$ cat src/hw/rtl/ssol_pkg.sv
package ssol_pkg;

  localparam int MAX_BITS_DEFAULT = 256;

  localparam int ACTION_W = 2;
  localparam int INDEX_W  = 8;
  localparam int LENGTH_W = 9;
  localparam int PERIOD_W = 10;

  localparam logic [ACTION_W-1:0] ACT_TICK  = 2'd0;
  localparam logic [ACTION_W-1:0] ACT_LOAD  = 2'd1;
  localparam logic [ACTION_W-1:0] ACT_START = 2'd2;

  localparam logic [PERIOD_W-1:0] PERIOD_MIN   = 10'd2;
  localparam logic [PERIOD_W-1:0] PERIOD_RESET = 10'd2;

  typedef enum logic [1:0] {
    PH_IDLE,
    PH_START,
    PH_TX,
    PH_STOP
  } phase_t;

  // pin levels for one tick, data bit still to come from the store
  typedef struct packed {
    logic tx;
    logic clock_pin;
    logic latch_pin;
    logic finished;
  } tick_frame_t;

endpackage

$ cat src/hw/rtl/ssol_if.sv
interface ssol_cmd_if import ssol_pkg::*; ();
  logic                valid;
  logic                ready;
  logic [ACTION_W-1:0] action;
  logic [INDEX_W-1:0]  bit_index;
  logic                bit_value;
  logic [LENGTH_W-1:0] length;

  modport source (output valid, action, bit_index, bit_value, length, input ready);
  modport sink   (input valid, action, bit_index, bit_value, length, output ready);
endinterface

interface ssol_frame_if;
  logic valid;
  logic ready;
  logic data_pin;
  logic clock_pin;
  logic latch_pin;
  logic finished;

  modport source (output valid, data_pin, clock_pin, latch_pin, finished, input ready);
  modport sink   (input valid, data_pin, clock_pin, latch_pin, finished, output ready);
endinterface

$ cat src/hw/rtl/ssol_ram.sv
module ssol_ram #(
  parameter int WIDTH = 1,
  parameter int DEPTH = 256,
  localparam int AW = (DEPTH > 1) ? $clog2(DEPTH) : 1
) (
  input  logic             clk,
  input  logic             we,
  input  logic [AW-1:0]    waddr,
  input  logic [WIDTH-1:0] wdata,
  input  logic             re,
  input  logic [AW-1:0]    raddr,
  output logic [WIDTH-1:0] rdata
);

  logic [WIDTH-1:0] mem [DEPTH];

  always_ff @(posedge clk) begin
    if (we) begin
      mem[waddr] <= wdata;
    end
    if (re) begin
      rdata <= mem[raddr];
    end
  end

endmodule

$ cat src/hw/rtl/ssol_seq.sv
module ssol_seq import ssol_pkg::*; #(
  parameter int MAX_BITS = MAX_BITS_DEFAULT,
  localparam int AW = (MAX_BITS > 1) ? $clog2(MAX_BITS) : 1,
  localparam int CW = $clog2(MAX_BITS + 1)
) (
  input  logic                clk,
  input  logic                rst,
  input  logic                tick,
  input  logic                start,
  input  logic [LENGTH_W-1:0] length,
  input  logic [PERIOD_W-1:0] clock_period,
  output logic [AW-1:0]       rd_addr,
  output tick_frame_t         frame
);

  phase_t              phase, phase_next;
  logic [CW-1:0]       bit_counter, bit_counter_next;
  logic [PERIOD_W-1:0] tick_in_bit, tick_in_bit_next;
  logic [PERIOD_W-1:0] stop_counter, stop_counter_next;
  logic [CW-1:0]       transfer_length, transfer_length_next;

  logic [LENGTH_W-1:0] len_nz;
  logic [CW-1:0]       len_sat;
  logic [CW:0]         bc_inc;
  logic [PERIOD_W:0]   tick_inc;
  logic [PERIOD_W:0]   stop_inc;
  logic [PERIOD_W-1:0] half_period;
  logic [PERIOD_W:0]   stop_len;

  always_ff @(posedge clk) begin
    if (rst) begin
      phase           <= PH_IDLE;
      bit_counter     <= '0;
      tick_in_bit     <= '0;
      stop_counter    <= '0;
      transfer_length <= '0;
    end else begin
      phase           <= phase_next;
      bit_counter     <= bit_counter_next;
      tick_in_bit     <= tick_in_bit_next;
      stop_counter    <= stop_counter_next;
      transfer_length <= transfer_length_next;
    end
  end

  assign rd_addr = bit_counter[AW-1:0];

  always_comb begin
    len_nz = (length == '0) ? LENGTH_W'(1) : length;
    if (32'(len_nz) > MAX_BITS) begin
      len_sat = CW'(MAX_BITS);
    end else begin
      len_sat = CW'(len_nz);
    end
    bc_inc      = {1'b0, bit_counter} + (CW+1)'(1);
    tick_inc    = {1'b0, tick_in_bit} + (PERIOD_W+1)'(1);
    stop_inc    = {1'b0, stop_counter} + (PERIOD_W+1)'(1);
    half_period = clock_period >> 1;
    // ceil of half the period
    stop_len    = ({1'b0, clock_period} + (PERIOD_W+1)'(1)) >> 1;

    phase_next           = phase;
    bit_counter_next     = bit_counter;
    tick_in_bit_next     = tick_in_bit;
    stop_counter_next    = stop_counter;
    transfer_length_next = transfer_length;
    frame                = '0;

    if (start) begin
      transfer_length_next = len_sat;
      phase_next           = PH_START;
      bit_counter_next     = '0;
      tick_in_bit_next     = '0;
      stop_counter_next    = '0;
    end else if (tick) begin
      case (phase)
        PH_START: begin
          frame.latch_pin  = 1'b1;
          bit_counter_next = '0;
          tick_in_bit_next = '0;
          phase_next       = PH_TX;
        end
        PH_TX: begin
          frame.tx         = 1'b1;
          frame.latch_pin  = 1'b1;
          frame.clock_pin  = (tick_in_bit >= half_period);
          tick_in_bit_next = tick_inc[PERIOD_W-1:0];
          if (tick_inc >= {1'b0, clock_period}) begin
            tick_in_bit_next = '0;
            bit_counter_next = bc_inc[CW-1:0];
            if (bc_inc >= {1'b0, transfer_length}) begin
              stop_counter_next = '0;
              phase_next        = PH_STOP;
            end
          end
        end
        PH_STOP: begin
          stop_counter_next = stop_inc[PERIOD_W-1:0];
          if (stop_inc >= stop_len) begin
            frame.finished = 1'b1;
            phase_next     = PH_IDLE;
          end
        end
        default: begin
        end
      endcase
    end
  end

endmodule

$ cat src/hw/rtl/serial_shift_out_latch.sv
// serial_shift_out_latch: drives the data, clock and latch lines of an
// external shift register, one frame of pin levels per tick item.
// cmd channel (valid/ready): action selects tick, load or start. A load item
// writes one bit of the bit store, a start item arms a transfer of length
// bits; neither gives a frame. Each tick item gives exactly one item on the
// frame channel: start tick with latch high, then clock_period ticks per bit
// (clock low for the first half, high for the rest), then a stop phase of
// ceil(clock_period/2) ticks with all lines low, finished high on its last.
// cfg_we/cfg_data write clock_period (values below 2 become 2); the user must
// write it only while no item is in flight, which the block does not enforce.
// A tick item's frame is registered in stage 1 (sequencer frame and bit store
// read) and then in the output register, which drives frame valid.
// Throughput: one item per cycle while the frame receiver does not stall; the
// store read is one registered port addressed by the bit counter.
// Reset: idle, frame valid low, clock_period 2, cmd ready low; the bit store
// is not cleared and bits must be loaded before they are sent.
// When the frame receiver stalls, the pipeline holds its two stages and cmd
// ready drops only once both are full.
module serial_shift_out_latch import ssol_pkg::*; #(
  parameter int MAX_BITS = MAX_BITS_DEFAULT
) (
  input  logic                clk,
  input  logic                rst,
  ssol_cmd_if.sink            cmd,
  ssol_frame_if.source        frame,
  input  logic                cfg_we,
  input  logic [PERIOD_W-1:0] cfg_data
);

  localparam int AW = (MAX_BITS > 1) ? $clog2(MAX_BITS) : 1;

  logic [PERIOD_W-1:0] clock_period;
  logic                accept;
  logic                tick;
  logic                load;
  logic                start;
  logic                load_ok;
  logic [AW-1:0]       rd_addr;
  logic                rd_data;
  tick_frame_t         seq_frame;
  tick_frame_t         s1_frame;
  logic                s1_valid;
  logic                advance;

  always_ff @(posedge clk) begin
    if (rst) begin
      clock_period <= PERIOD_RESET;
    end else if (cfg_we) begin
      clock_period <= (cfg_data < PERIOD_MIN) ? PERIOD_MIN : cfg_data;
    end
  end

  // stage 1 moves on whenever the output register is free or being emptied
  assign advance   = !frame.valid || frame.ready;
  assign cmd.ready = !rst && (!s1_valid || advance);
  assign accept    = cmd.valid && cmd.ready;
  assign tick      = accept && (cmd.action == ACT_TICK);
  assign load      = accept && (cmd.action == ACT_LOAD);
  assign start     = accept && (cmd.action == ACT_START);
  assign load_ok   = load && ({24'd0, cmd.bit_index} < 32'(MAX_BITS));

  ssol_seq #(
    .MAX_BITS (MAX_BITS)
  ) u_seq (
    .clk          (clk),
    .rst          (rst),
    .tick         (tick),
    .start        (start),
    .length       (cmd.length),
    .clock_period (clock_period),
    .rd_addr      (rd_addr),
    .frame        (seq_frame)
  );

  // read only on a tick so the data holds while stage 1 is stalled
  ssol_ram #(
    .WIDTH (1),
    .DEPTH (MAX_BITS)
  ) u_store (
    .clk   (clk),
    .we    (load_ok),
    .waddr (AW'(32'(cmd.bit_index))),
    .wdata (cmd.bit_value),
    .re    (tick),
    .raddr (rd_addr),
    .rdata (rd_data)
  );

  always_ff @(posedge clk) begin
    if (rst) begin
      s1_valid <= 1'b0;
    end else if (cmd.ready) begin
      s1_valid <= tick;
    end
  end

  always_ff @(posedge clk) begin
    if (tick) begin
      s1_frame <= seq_frame;
    end
  end

  always_ff @(posedge clk) begin
    if (rst) begin
      frame.valid <= 1'b0;
    end else if (advance) begin
      frame.valid <= s1_valid;
    end
  end

  always_ff @(posedge clk) begin
    if (advance && s1_valid) begin
      frame.data_pin  <= s1_frame.tx & rd_data;
      frame.clock_pin <= s1_frame.clock_pin;
      frame.latch_pin <= s1_frame.latch_pin;
      frame.finished  <= s1_frame.finished;
    end
  end

endmodule

$ cat src/flat_wrapper.sv
// flat-port wrapper written by rule: the top's interface ports become plain ports
module serial_shift_out_latch_flat import ssol_pkg::*;
#(
  parameter int MAX_BITS = MAX_BITS_DEFAULT
)
  (clk, rst, cfg_we, cfg_data, cmd_valid, cmd_action, cmd_bit_index, cmd_bit_value, cmd_length, cmd_ready, frame_valid, frame_data_pin, frame_clock_pin, frame_latch_pin, frame_finished, frame_ready);
  ssol_cmd_if cmd_i ();
  ssol_frame_if frame_i ();
  input  logic clk;
  input  logic rst;
  input  logic cfg_we;
  input  logic [PERIOD_W-1:0] cfg_data;
  input wire logic [$bits(cmd_i.valid)-1:0] cmd_valid;
  input wire logic [$bits(cmd_i.action)-1:0] cmd_action;
  input wire logic [$bits(cmd_i.bit_index)-1:0] cmd_bit_index;
  input wire logic [$bits(cmd_i.bit_value)-1:0] cmd_bit_value;
  input wire logic [$bits(cmd_i.length)-1:0] cmd_length;
  output wire logic [$bits(cmd_i.ready)-1:0] cmd_ready;
  output wire logic [$bits(frame_i.valid)-1:0] frame_valid;
  output wire logic [$bits(frame_i.data_pin)-1:0] frame_data_pin;
  output wire logic [$bits(frame_i.clock_pin)-1:0] frame_clock_pin;
  output wire logic [$bits(frame_i.latch_pin)-1:0] frame_latch_pin;
  output wire logic [$bits(frame_i.finished)-1:0] frame_finished;
  input wire logic [$bits(frame_i.ready)-1:0] frame_ready;
  assign cmd_i.valid = cmd_valid;
  assign cmd_i.action = cmd_action;
  assign cmd_i.bit_index = cmd_bit_index;
  assign cmd_i.bit_value = cmd_bit_value;
  assign cmd_i.length = cmd_length;
  assign cmd_ready = cmd_i.ready;
  assign frame_valid = frame_i.valid;
  assign frame_data_pin = frame_i.data_pin;
  assign frame_clock_pin = frame_i.clock_pin;
  assign frame_latch_pin = frame_i.latch_pin;
  assign frame_finished = frame_i.finished;
  assign frame_i.ready = frame_ready;
  serial_shift_out_latch #(.MAX_BITS(MAX_BITS)) u_core (.clk(clk), .rst(rst), .cmd(cmd_i), .frame(frame_i), .cfg_we(cfg_we), .cfg_data(cfg_data));
endmodule
$ cat config.mk
export PLATFORM = sky130hd
export DESIGN_NAME = serial_shift_out_latch_flat
export DESIGN_NICKNAME = d
export VERILOG_FILES = /design/src/hw/rtl/ssol_pkg.sv /design/src/hw/rtl/ssol_if.sv /design/src/hw/rtl/ssol_ram.sv /design/src/hw/rtl/ssol_seq.sv /design/src/hw/rtl/serial_shift_out_latch.sv /design/src/flat_wrapper.sv
export SDC_FILE = /design/constraint.sdc
export NUM_CORES = 1
export LEC_CHECK = 0
export ABC_AREA = 1
export BUFFER_PORTS_ARGS = -buffer_cell sky130_fd_sc_hd__buf_2
export CAP_MARGIN = 20
export CORE_MARGIN = 2
export CORE_UTILIZATION = 55
export CTS_CLUSTER_SIZE = 40
export DETAILED_ROUTE_END_ITERATION = 12
export GPL_TIMING_DRIVEN = 0
export HOLD_SLACK_MARGIN = 0.15
export PLACE_DENSITY = 0.72
export SYNTH_ARGS = -nofsm -noshare
export SYNTH_HDL_FRONTEND = slang
export SYNTH_SLANG_ARGS = --single-unit
$ cat constraint.sdc
create_clock -name clk -period 6.8 [get_ports clk]
set_input_delay 0.68 -clock clk [delete_from_list [all_inputs] [get_ports clk]]
set_output_delay 0.68 -clock clk [all_outputs]
set_load 0.05 [all_outputs]
# After elaboration in Yosys (flattened, before gate mapping)
# Memories as Yosys holds them, arrays and structs flattened. A register that Yosys moved wholly into a read port is not among the register bits.
# Index checks and enable logic that the tools add are counted.
# totals
ramBits	256
register_bits	60
n_memories	1
# memory_table
memory	words	word_bits	rd	rd_ports_with_merged_regs	wr	line	source
u_core.u_store.mem	256	1	1	1	1	ssol_ram.sv:15	logic [WIDTH-1:0] mem [DEPTH];
# classes
n_bitwise	3
eq_ne	11
muxes	21
n_reduce_logical	27
n_addsub	4
order_cmp	6
# op_table
cell	n
two-way mux 10 bit	4
case mux 10 bit (2 select lines)	2
adder 10 x 1 -> 11 bit, second input constant	3
two-way mux 9 bit	3
greater-or-equal comparator 11 x 10 -> 1 bit	2
greater-or-equal comparator 10 x 9 -> 1 bit	2
case mux 9 bit (2 select lines)	1
adder 9 x 1 -> 10 bit, second input constant	1
< comparator 10 x 2 -> 1 bit, second input constant	1
AND reduction 5 bit	2
> comparator 9 bit, second input constant	1
zero test 9 bit	1
!= test 3 x 2 -> 1 bit, second input constant	3
two-way mux 2 bit	4
OR reduction 2 bit	4
equality test 2 bit, second input constant	3
logical AND 1 bit	6
two-way mux 1 bit	6
!= test 2 bit, second input constant	3
case mux 2 bit (3 select lines)	1
nonzero test 2 bit	3
equality test 2 x 1 -> 1 bit, second input constant	2
AND reduction 4 bit	1
nonzero test 4 bit	1
8 further kinds	12

# Logic depth before layout (Yosys ltp)
# Gate-level depths: netlist of the first run.
# depth
ltp_word	8
depth_mapped	20

# Cells and area by module
# From an unflattened synthesis of the first run, not the netlist that was laid out.
# hier_totals
cells_unflattened	1757
hier_area_um2	15812.7
# by_module_without_submodules
mod	cells_each	seq_area_each_um2	area_per_inst_um2	n_inst
ssol_ram	1184	7717.4	11727.5	1
ssol_seq	492	800.8	3331.9	1
serial_shift_out_latch	81	480.5	753.2	1

# Least setup slack after synthesis of the first run
# No wires, ideal clock.
# synth_path
path_kind	register -> register
startpoint	register u_core.u_seq.tick_in_bit[0]
endpoint	register u_core.u_seq.stop_counter[1]
slack_ns	4.353
period_less_slack_ns	2.447
setup_time_ns	0.070
t_arrival_ns	2.378
path_stages_with_launch	20
cell_sequence	dfxtp_1 ha_1 nand2_1 nor2_1 nand3_1 xor2_1 inv_1 ha_1 nand2_1 a21oi_1 nor2_1 nand2_1 nand2_1 nand2_1 nand2_1 inv_2 nand2_2 nor2_4 nand2_1 a21oi_1
# synth_via
elab_chain_len	4
# synth_rtl
item	line	source
start, declared	ssol_seq.sv:18	logic [PERIOD_W-1:0] tick_in_bit, tick_in_bit_next;
start signal, assigned	ssol_seq.sv:40	tick_in_bit <= tick_in_bit_next;
adder 10 x 1 -> 11 bit	ssol_seq.sv:56	tick_inc = {1'b0, tick_in_bit} + (PERIOD_W+1)'(1);
greater-or-equal comparator 11 x 10 -> 1 bit	ssol_seq.sv:88	if (tick_inc >= {1'b0, clock_period}) begin
!= test 2 bit (no source line)	--	
AND reduction 4 bit (no source line)	--	
end signal, assigned	ssol_seq.sv:41	stop_counter <= stop_counter_next;
end, declared	ssol_seq.sv:19	logic [PERIOD_W-1:0] stop_counter, stop_counter_next;
# Every way passes these cells.
# A chain may end at the register's enable or synchronous reset.

# Worst setup path in the final report of the first run
# layout_path
startpoint	register u_core.u_seq.bit_counter[3]
endpoint	register u_core.u_seq.stop_counter[3]
# layout_via
elab_chain_len	4
# layout_rtl
item	line	source
start, declared	ssol_seq.sv:17	logic [CW-1:0] bit_counter, bit_counter_next;
start signal, assigned	ssol_seq.sv:39	bit_counter <= bit_counter_next;
adder 9 x 1 -> 10 bit	ssol_seq.sv:55	bc_inc = {1'b0, bit_counter} + (CW+1)'(1);
greater-or-equal comparator 10 x 9 -> 1 bit	ssol_seq.sv:91	if (bc_inc >= {1'b0, transfer_length}) begin
!= test 2 bit (no source line)	--	
AND reduction 4 bit (no source line)	--	
# Every way passes these cells.

==> reports/qor.csv, run 1 <==
stage,metric,value,unit
yosys,syn nets,1823,
worst_setup_path,crit end category,flip-flop,
clock_network,CTS Buf Count,36,
worst_setup_path,WP data arrival,3.85,ns
sta,fmax,295,MHz
drt,Antenna Nets Post-Route,0,
sta,Worst-Margin Slew,1.03,ns
drt,Initial DRC Count,1793,
yosys,asr flop ratio synth,0,%
cells_and_area,share of cells above drive strength 1,8.72,%
power,PwrDens,233,nW/µm²
worst_setup_path,capturing point of the worst reg2reg path,u_core.u_seq.stop_counter[3],
yosys,Synth cell types,36,
worst_setup_path,"critical path fanouts, max",10,
worst_hold_path,HP Start,cmd_length[4],
clock_network,H-Tree Depth,2,
worst_hold_path,Hold WC Path Type,in2reg,
grt,largest net degree at the start of global routing,162,
worst_setup_path,cell breakdown of the critical path,"buf_2, clkinv_1, buf_1, xor2_1, inv_1, ha_1, nand2_1, nor2_1, nand2_1, nand2_1, nand2_1, nand2_1, nand2_1, nand2_1, nand2_2, nor2_4, nand2_1, a21oi_1",
flow_run,Max-cap violations,0,
grt,Total Routing Usage GR,30.3,%
cells_and_area,"commonest non-fill, non-tap cells in the layout","nor2_1 (453), nand2_1 (278), edfxtp_1 (265), inv_1 (135), nand3_1 (133)",
yosys,Area contributors post-synth,"edfxtp_1 (51%), nor2_1 (11%), nand2_1 (6.7%), dfxtp_1 (6.7%), nand3_1 (4.3%)",
die,Core Box Area,27900,µm²
yosys,YS warnings,0,
sta,"Slew Viols, Final",0,
worst_setup_path,"Buf+Inv Stages, Crit Path",4,
yosys,#FFs+latches synth,317,
clock_network,CTS tree,done,
cells_and_area,nets,1901,
yosys,number of synthesized flops with an enable pin,265,
clock_network,clock-pin slew on the worst setup and hold paths,0.06,ns
sta,Clock Skew,0.0206,ns
clock_network,root buffer cell,clkbuf_16,
yosys,Synth Instances,1741,
clock_network,hold_buf cts,0,
worst_setup_path,Crit path max-delay family,buffers and inverters,
cells_and_area,# fillers,2326,
worst_setup_path,r2r worst-path depth,18,
sta,Final period util,49.8,%
die,Die H,173,µm
yosys,Avg Inst Size Synth,8.99,µm²
yosys,top cell type's share of synthesized area,50.9,%
die,row count,61,
worst_setup_path,R2R Path Start,u_core.u_seq.bit_counter[3],
place,Final GP Congestion,0.925,
yosys,Yosys top cell by area,edfxtp_1,
worst_setup_path,Worst EP required,7.26,ns
cells_and_area,diodes inserted,0,
worst_setup_path,Crit Path Class,reg2reg,
yosys,synthesized area,15600,µm²
sta,Fin Setup TNS,0,ns
die,die width,173,µm
worst_setup_path,Startpoint Class,flip-flop,
cells_and_area,Area Growth Syn to Fin,11.4,%
drt,vias after detailed routing,12800,
worst_hold_path,Hold Path End,u_core.u_seq.transfer_length[4],
drt,Initial DRT Pass Iterations,6,
drt,routed len/inst,20.4,µm
place,DP HPWL,29.7,mm
worst_setup_path,cell mode on critical path,nand2_1,
yosys,Synth Flop Type,edfxtp_1,
drt,number of remaining DRC errors,0,
worst_setup_path,R2R setup slack,3.41,ns
sta,Final min period,3.39,ns
yosys,register area share after synthesis,57.5,%
grt,GRT overflow,0,
die,Die ar.,29800,µm²
clock_network,Clock Latency Late Sink,0.55,ns
sta,Hold Slack,0.369,ns
sta,Rel. slew slack,31.6,%
worst_hold_path,Worst Hold Path Cells,3,
worst_setup_path,critical path's largest stage delay,0.44,ns
grt,initial antenna violation count,0,
power,peak supply drop,0.189,mV
power,Leak,6.41,nW
sta,Finish-stage setup viols,0,
sta,endpoints failing hold,0,
grt,first-pass GRT wire length,68.8,mm
die,initial core utilization,56.2,%
clock_network,Clock Sinks,317,
drt,DRT Wirelength,45.3,mm
clock_network,Post CTS Setup Buffer Count,0,
place,Port Buf Inserts,39,
worst_setup_path,"Slowest-stage cell, CP",buf_1,
clock_network,CTS max path bufs,3,
grt,vias in the first global route,12000,
clock_network,cts repair resizes,0,
sta,RSZ-0062 raised after global routing,no,
outcome,status,finished clean,
die,Ports,41,
cells_and_area,"commonest non-fill, non-tap cell in the layout",nor2_1,
drt,vias per cell,5.74,
==> cell type report <==
class	instances	area, µm²	area share [%]
Sequential cell	317	9000	51.6
Multi-Input combinational cell	1188	5690	32.6
Clock buffer	48	967	5.55
Inverter	144	546	3.13
Tap cell	378	473	2.71
Buffer	92	412	2.36
Timing Repair Buffer	40	229	1.31
Clock inverter	18	116	0.668
==> worst max path at each step <==
stage                                     start                            to  slack [ns]  cells past startpoint
finish              u_core.u_seq.bit_counter[3]  u_core.u_seq.stop_counter[3]        3.41                     18
global route        u_core.u_seq.bit_counter[3]  u_core.u_seq.stop_counter[5]        3.25                     18
CTS                 u_core.u_seq.bit_counter[3]  u_core.u_seq.stop_counter[3]        3.50                     18
detailed placement  u_core.u_seq.bit_counter[3]  u_core.u_seq.stop_counter[3]        3.52                     18
global placement                  cmd_bit_value       u_core.u_store.mem[126]        2.77                      1
floorplan           u_core.u_seq.tick_in_bit[0]  u_core.u_seq.stop_counter[1]        4.35                     19
==> synth_stat cells, drive strengths merged, types with 4 or more instances <==
cell type  instances
nor4               4
a211oi             5
nand2            289
nor2             459
nand3            134
buf               52
nor3              24
dfxtp             52
xor2              25
clkbuf            40
ha                47
o21ai            100
edfxtp           265
o211ai            28
a21oi             55
xnor2              5
nand4              7
inv              142
==> cell families after synthesis <==
logic type                 share of synthesized area (%)
AOI/OAI and AO/OA                                   6.69
DFF                                                 57.5
buffers and inverters                               6.12
xor gates and xnor gates                            1.68
and+or+nand+nor                                     24.2
adders and majority gates                           3.76
==> registers in the layout, summed over array words and instances (netlist names) <==
register,flops
u_core.u_store.mem,256
u_core.clock_period,10
u_core.u_seq.stop_counter,10
u_core.u_seq.tick_in_bit,10
u_core.u_seq.bit_counter,9
u_core.u_seq.transfer_length,9
u_core.s1_frame,4
u_core.u_seq.phase,2
u_core.frame.clock_pin,1
u_core.frame.data_pin,1
u_core.frame.finished,1
u_core.frame.latch_pin,1
u_core.frame.valid,1
u_core.s1_valid,1
u_core.u_store.rdata,1
==> tightest hold or removal path: stages <==
cell and delay [ns]:
buf_2 0.09, nand2_1 0.04, o21ai_0 0.06
==> metal layers <==
metal / wire [µm] / GRT usage [%] / share of wire, %
met1: 17300 / 38.9 / 38
met2: 21100 / 50.0 / 47
met3: 4760 / 5.91 / 10
met4: 2220 / 13.6 / 4.9
met5: 0 / 0 / 0
==> through the flow <==
stage | cell area, µm² | std cells | setup WS (ns) | util, % | power (W)
finish | 17400 | 2225 | 3.41 | 62.6 | 0.00406
global route | 17400 | 2225 | 3.25 | 62.6 | 0.00415
CTS | 17400 | 2225 | 3.50 | 62.6 | 0.00406
detailed placement | 16300 | 2159 | 3.52 | 58.7 | 0.00228
global placement | 16300 | 2158 | 2.77 | 58.6 | 0.00228
floorplan | 15600 | 1741 | 4.35 | - | 0.00222
==> report_power, final <==
| group | switching (W) | total, W | leakage, nW | internal, W |
|---|---|---|---|---|
| sequential | 0.00000454 | 0.00211 | 2.80 | 0.00211 |
| clock | 0.000805 | 0.00182 | 0.520 | 0.00101 |
| combinational | 0.0000954 | 0.000128 | 3.09 | 0.0000322 |
Power figures use the tool's default switching activity.
==> run 2: changes to the inputs <==
--- a/config.mk
+++ b/config.mk
@@ -5,7 +5,7 @@
 export SDC_FILE = /design/constraint.sdc
 export NUM_CORES = 1
 export LEC_CHECK = 0
-export ABC_AREA = 1
+export ABC_AREA = 0
 export BUFFER_PORTS_ARGS = -buffer_cell sky130_fd_sc_hd__buf_2
 export CAP_MARGIN = 20
 export CORE_MARGIN = 2
@@ -14,7 +14,7 @@
 export DETAILED_ROUTE_END_ITERATION = 12
 export GPL_TIMING_DRIVEN = 0
 export HOLD_SLACK_MARGIN = 0.15
-export PLACE_DENSITY = 0.72
+export PLACE_DENSITY = 0.74
 export SYNTH_ARGS = -nofsm -noshare
 export SYNTH_HDL_FRONTEND = slang
 export SYNTH_SLANG_ARGS = --single-unit
==> constraint.sdc (replaced) <==
create_clock -name clk -period 2.8 [get_ports clk]
set_input_delay 0.28 -clock clk [delete_from_list [all_inputs] [get_ports clk]]
set_output_delay 0.28 -clock clk [all_outputs]
set_load 0.05 [all_outputs]
==> run 2 against run 1 <==
Effect of this change:
- the run now ends with negative setup slack left
- largest power group unchanged
- final cell count decreased by 22%
- synthesized cell count shrank 28%
- hold slack lost 0.19 ns
- largest cell class unchanged
- global-route usage decreased by 2.8 points
- sequential power is 140% higher
==> reports/qor.csv, run 2 <==
stage,metric,value,unit,change
worst_setup_path,Worst EP required,3.26,ns,was 7.26 ns
worst_setup_path,"Buf+Inv Stages, Crit Path",4,,unchanged
worst_setup_path,Startpoint Class,flip-flop,,unchanged
die,initial core utilization,56.0,%,was 56.2%
power,Leak,5.72,nW,was 6.41 nW
yosys,YS warnings,0,,unchanged
sta,Final min period,3.13,ns,was 3.39 ns
worst_setup_path,WP data arrival,3.58,ns,was 3.85 ns
drt,routed len/inst,22.8,µm,was 20.4 µm
yosys,syn nets,1330,,was 1823
yosys,Yosys top cell by area,edfxtp_1,,unchanged
sta,endpoints failing hold,0,,unchanged
drt,Initial DRT Pass Iterations,6,,unchanged
clock_network,CTS Buf Count,34,,was 36
cells_and_area,Multi-input gate area,5980,µm²,was 5690 µm²
sta,fmax,320,MHz,was 295 MHz
cells_and_area,"commonest non-fill, non-tap cells in the layout","nor2_1 (310), edfxtp_1 (265), mux2i_1 (61), clkbuf_1 (56), mux4_2 (46)",,"was nor2_1 (453), nand2_1 (278), edfxtp_1 (265), inv_1 (135), nand3_1 (133)"
yosys,number of synthesized flops with an enable pin,265,,unchanged
power,peak supply drop,0.645,mV,was 0.189 mV
drt,vias per cell,6.13,,was 5.74
sta,Worst-Margin Slew,0.866,ns,was 1.03 ns
cells_and_area,diodes inserted,0,,unchanged
yosys,top-count cell post-synth,nor2_1,,unchanged
drt,WL met1,15.1,mm,was 17.3 mm
clock_network,Clock Sinks,317,,unchanged
clock_network,clock-pin slew on the worst setup and hold paths,0.06,ns,about the same
cells_and_area,Area Growth Syn to Fin,17.4,%,was 11.4%
worst_setup_path,critical path's largest stage delay,0.48,ns,was 0.44 ns
die,Die ar.,28800,µm²,was 29800 µm²
clock_network,Clock Latency Late Sink,0.53,ns,was 0.55 ns
sta,RSZ-0062 raised after global routing,yes,,was no
clock_network,root buffer cell,clkbuf_16,,unchanged
drt,DRT Wirelength,39.4,mm,was 45.3 mm
clock_network,CTS tree,done,,unchanged
cells_and_area,cell area after layout,17700,µm²,was 17400 µm²
worst_setup_path,Crit Path Class,reg2reg,,unchanged
yosys,synthesized area,15100,µm²,was 15600 µm²
die,Ports,41,,unchanged
drt,routed length on met3,3.09,mm,was 4.76 mm
grt,first-pass GRT wire length,58.9,mm,was 68.8 mm
drt,Top Metal Used,met4,,unchanged
cells_and_area,max reg flops,256,,unchanged
power,PwrDens,544,nW/µm²,was 233 nW/µm²
cells_and_area,Biggest register,u_core.u_store.mem,,unchanged
grt,vias in the first global route,10400,,was 12.0k
place,DP HPWL,24.9,mm,was 29.7 mm
sta,"Slew Viols, Final",0,,unchanged
cells_and_area,"commonest non-fill, non-tap cell in the layout",nor2_1,,unchanged
clock_network,H-Tree Depth,2,,unchanged
flow_run,Max-cap violations,0,,unchanged
yosys,asr flop ratio synth,0,%,unchanged
grt,largest net degree at the start of global routing,138,,was 162
place,Final GP Congestion,0.886,,was 0.925
worst_setup_path,Worst path depth,12,,was 18
yosys,top cell type's share of synthesized area,52.7,%,was 50.9%
sta,Final Worst Setup Slack,-0.326,ns,was 3.41 ns
outcome,status,"complete, but fails checks",,was finished clean
yosys,Synth cell types,56,,was 36
drt,vias after detailed routing,10600,,was 12.8k
place,Port Buf Inserts,39,,unchanged
yosys,Avg Inst Size Synth,12.1,µm²,was 8.99 µm²
yosys,Synth Flop Type,edfxtp_1,,unchanged
worst_hold_path,Hold WC Path Type,in2reg,,unchanged
sta,Rel. slew slack,42.2,%,was 31.6%
clock_network,CTS max path bufs,3,,unchanged
grt,GRT overflow,0,,unchanged
drt,met2 WL,19.7,mm,was 21.1 mm
drt,Initial DRC Count,1390,,was 1793
drt,number of remaining DRC errors,0,,unchanged
die,die width,170,µm,was 173 µm
yosys,#FFs+latches synth,317,,unchanged
die,Core Box Area,27000,µm²,was 27900 µm²
yosys,Synth top cells by count,"nor2_1 (311), edfxtp_1 (265), mux2i_1 (61), clkbuf_1 (60), dfxtp_1 (52)",,"was nor2_1 (453), nand2_1 (278), edfxtp_1 (265), inv_1 (135), nand3_1 (133)"
yosys,Area contributors post-synth,"edfxtp_1 (53%), nor2_1 (7.7%), dfxtp_1 (6.9%), mux4_2 (6.9%), mux2i_1 (4.0%)",,"was edfxtp_1 (51%), nor2_1 (11%), nand2_1 (6.7%), dfxtp_1 (6.7%), nand3_1 (4.3%)"
worst_setup_path,"critical path fanouts, max",10,,unchanged
yosys,Synth Instances,1248,,was 1741
grt,initial antenna violation count,0,,unchanged
worst_hold_path,Worst Hold Path Cells,3,,unchanged
worst_setup_path,cell breakdown of the critical path,"buf_8, clkbuf_16, buf_4, clkbuf_4, nand3_1, xnor2_2, ha_1, o21ai_1, o21a_2, or3_4, or4_1, a21oi_1",,"was buf_2, clkinv_1, buf_1, xor2_1, inv_1, ha_1, nand2_1, nor2_1, nand2_1, nand2_1, nand2_1, nand2_1, nand2_1, nand2_1, nand2_2, nor2_4, nand2_1, a21oi_1"
drt,Antenna Nets Post-Route,0,,unchanged
place,DP Area,15900,µm²,was 16300 µm²
worst_setup_path,"Slowest-stage cell, CP",or4_1,,was buf_1
sta,Final period util,112,%,was 49.8%
die,Die H,170,µm,was 173 µm
worst_setup_path,r2r worst-path depth,12,,was 18
sta,Hold Slack,0.178,ns,was 0.369 ns
die,row count,60,,was 61
worst_setup_path,Crit path max-delay family,simple AND/OR/NAND/NOR gates,,was buffers and inverters
cells_and_area,# fillers,1958,,was 2326
outcome,violated checks,negative setup slack,,
cells_and_area,share of cells above drive strength 1,18.9,%,was 8.72%
worst_setup_path,crit end category,flip-flop,,unchanged
cells_and_area,FF/Latch Area,9020,µm²,was 9000 µm²
grt,Total Routing Usage GR,27.5,%,was 30.3%
sta,Finish-stage setup viols,27,,was 0
yosys,register area share after synthesis,59.6,%,was 57.5%
cells_and_area,nets,1447,,was 1901
sta,Clock Skew,0.0415,ns,was 0.0206 ns
run 2: tightest hold or removal path, stage by stage:
cell	delay, ns
buf_2	0.16
nand3b_1	0.16
o21ai_0	0.06
run 2: cells by family after synthesis:
kind of cell / Yosys count / share of synthesized area [%]
buffers and inverters: 107 / 2.92
multiplexers: 109 / 11.0
AO/OA/AOI/OAI: 139 / 6.02
XOR/XNOR: 31 / 1.80
flip-flops: 317 / 59.6
adder cells (fa/ha/maj): 47 / 3.89
AND/OR/NAND/NOR: 498 / 14.7
run 2: timing repair:
item,4_1_cts,5_1_grt
pin swaps,19,19
gates resized for setup,79,44
endpoints found under the hold margin,14,0
setup buffers,24,6
setup endpoints to repair,29,160
hold buffers,15,0
run 2: cell type report:
cell class                      instances  area share (%)
Buffer                                 76            3.03
Clock buffer                           41            4.94
Clock inverter                         18           0.846
Inverter                               27           0.571
Multi-Input combinational cell        824            33.7
Sequential cell                       317            50.9
Tap cell                              341            2.40
Timing Repair Buffer                   85            3.65
run 2: final timing paths:
check / slack [ns] / start / end
setup reg to reg: -0.33 / u_core.u_seq.bit_counter[2] / u_core.u_seq.phase[1]
hold reg to reg: 0.42 / u_core.s1_frame[2] / u_core.frame.clock_pin
setup / recovery: -0.33 / u_core.u_seq.bit_counter[2] / u_core.u_seq.phase[1]
hold / removal: 0.18 / rst / u_core.u_seq.transfer_length[7]
run 2: report_power, final:
group	leakage (nW)	switching, W	internal, W
registers	2.81	0.0000125	0.00511
clock network	0.501	0.00184	0.00235
logic	2.40	0.000229	0.0000996
run 2: stage by stage:
step                      setup TNS [ns]  instances  utilization, %  setup slack, ns  total power, W
after floorplan                    -1.35       1248               -           -0.276         0.00536
after global placement           -193.63       1628            58.7            -1.01         0.00552
after detailed placement          -16.77       1629            58.9            -1.07         0.00552
after CTS                          -3.09       1724            65.1           -0.233         0.00966
after global routing               -8.90       1729            65.8           -0.409         0.00988
final                              -5.54       1729            65.8           -0.326         0.00965
run 2: metal layers:
layer / global-route usage [%] / up-vias
li1: - / 4799
met3: 4.36 / 98
met2: 48.1 / 485
met4: 10.4 / 0
met5: 0 / -
met1: 34.5 / 5223
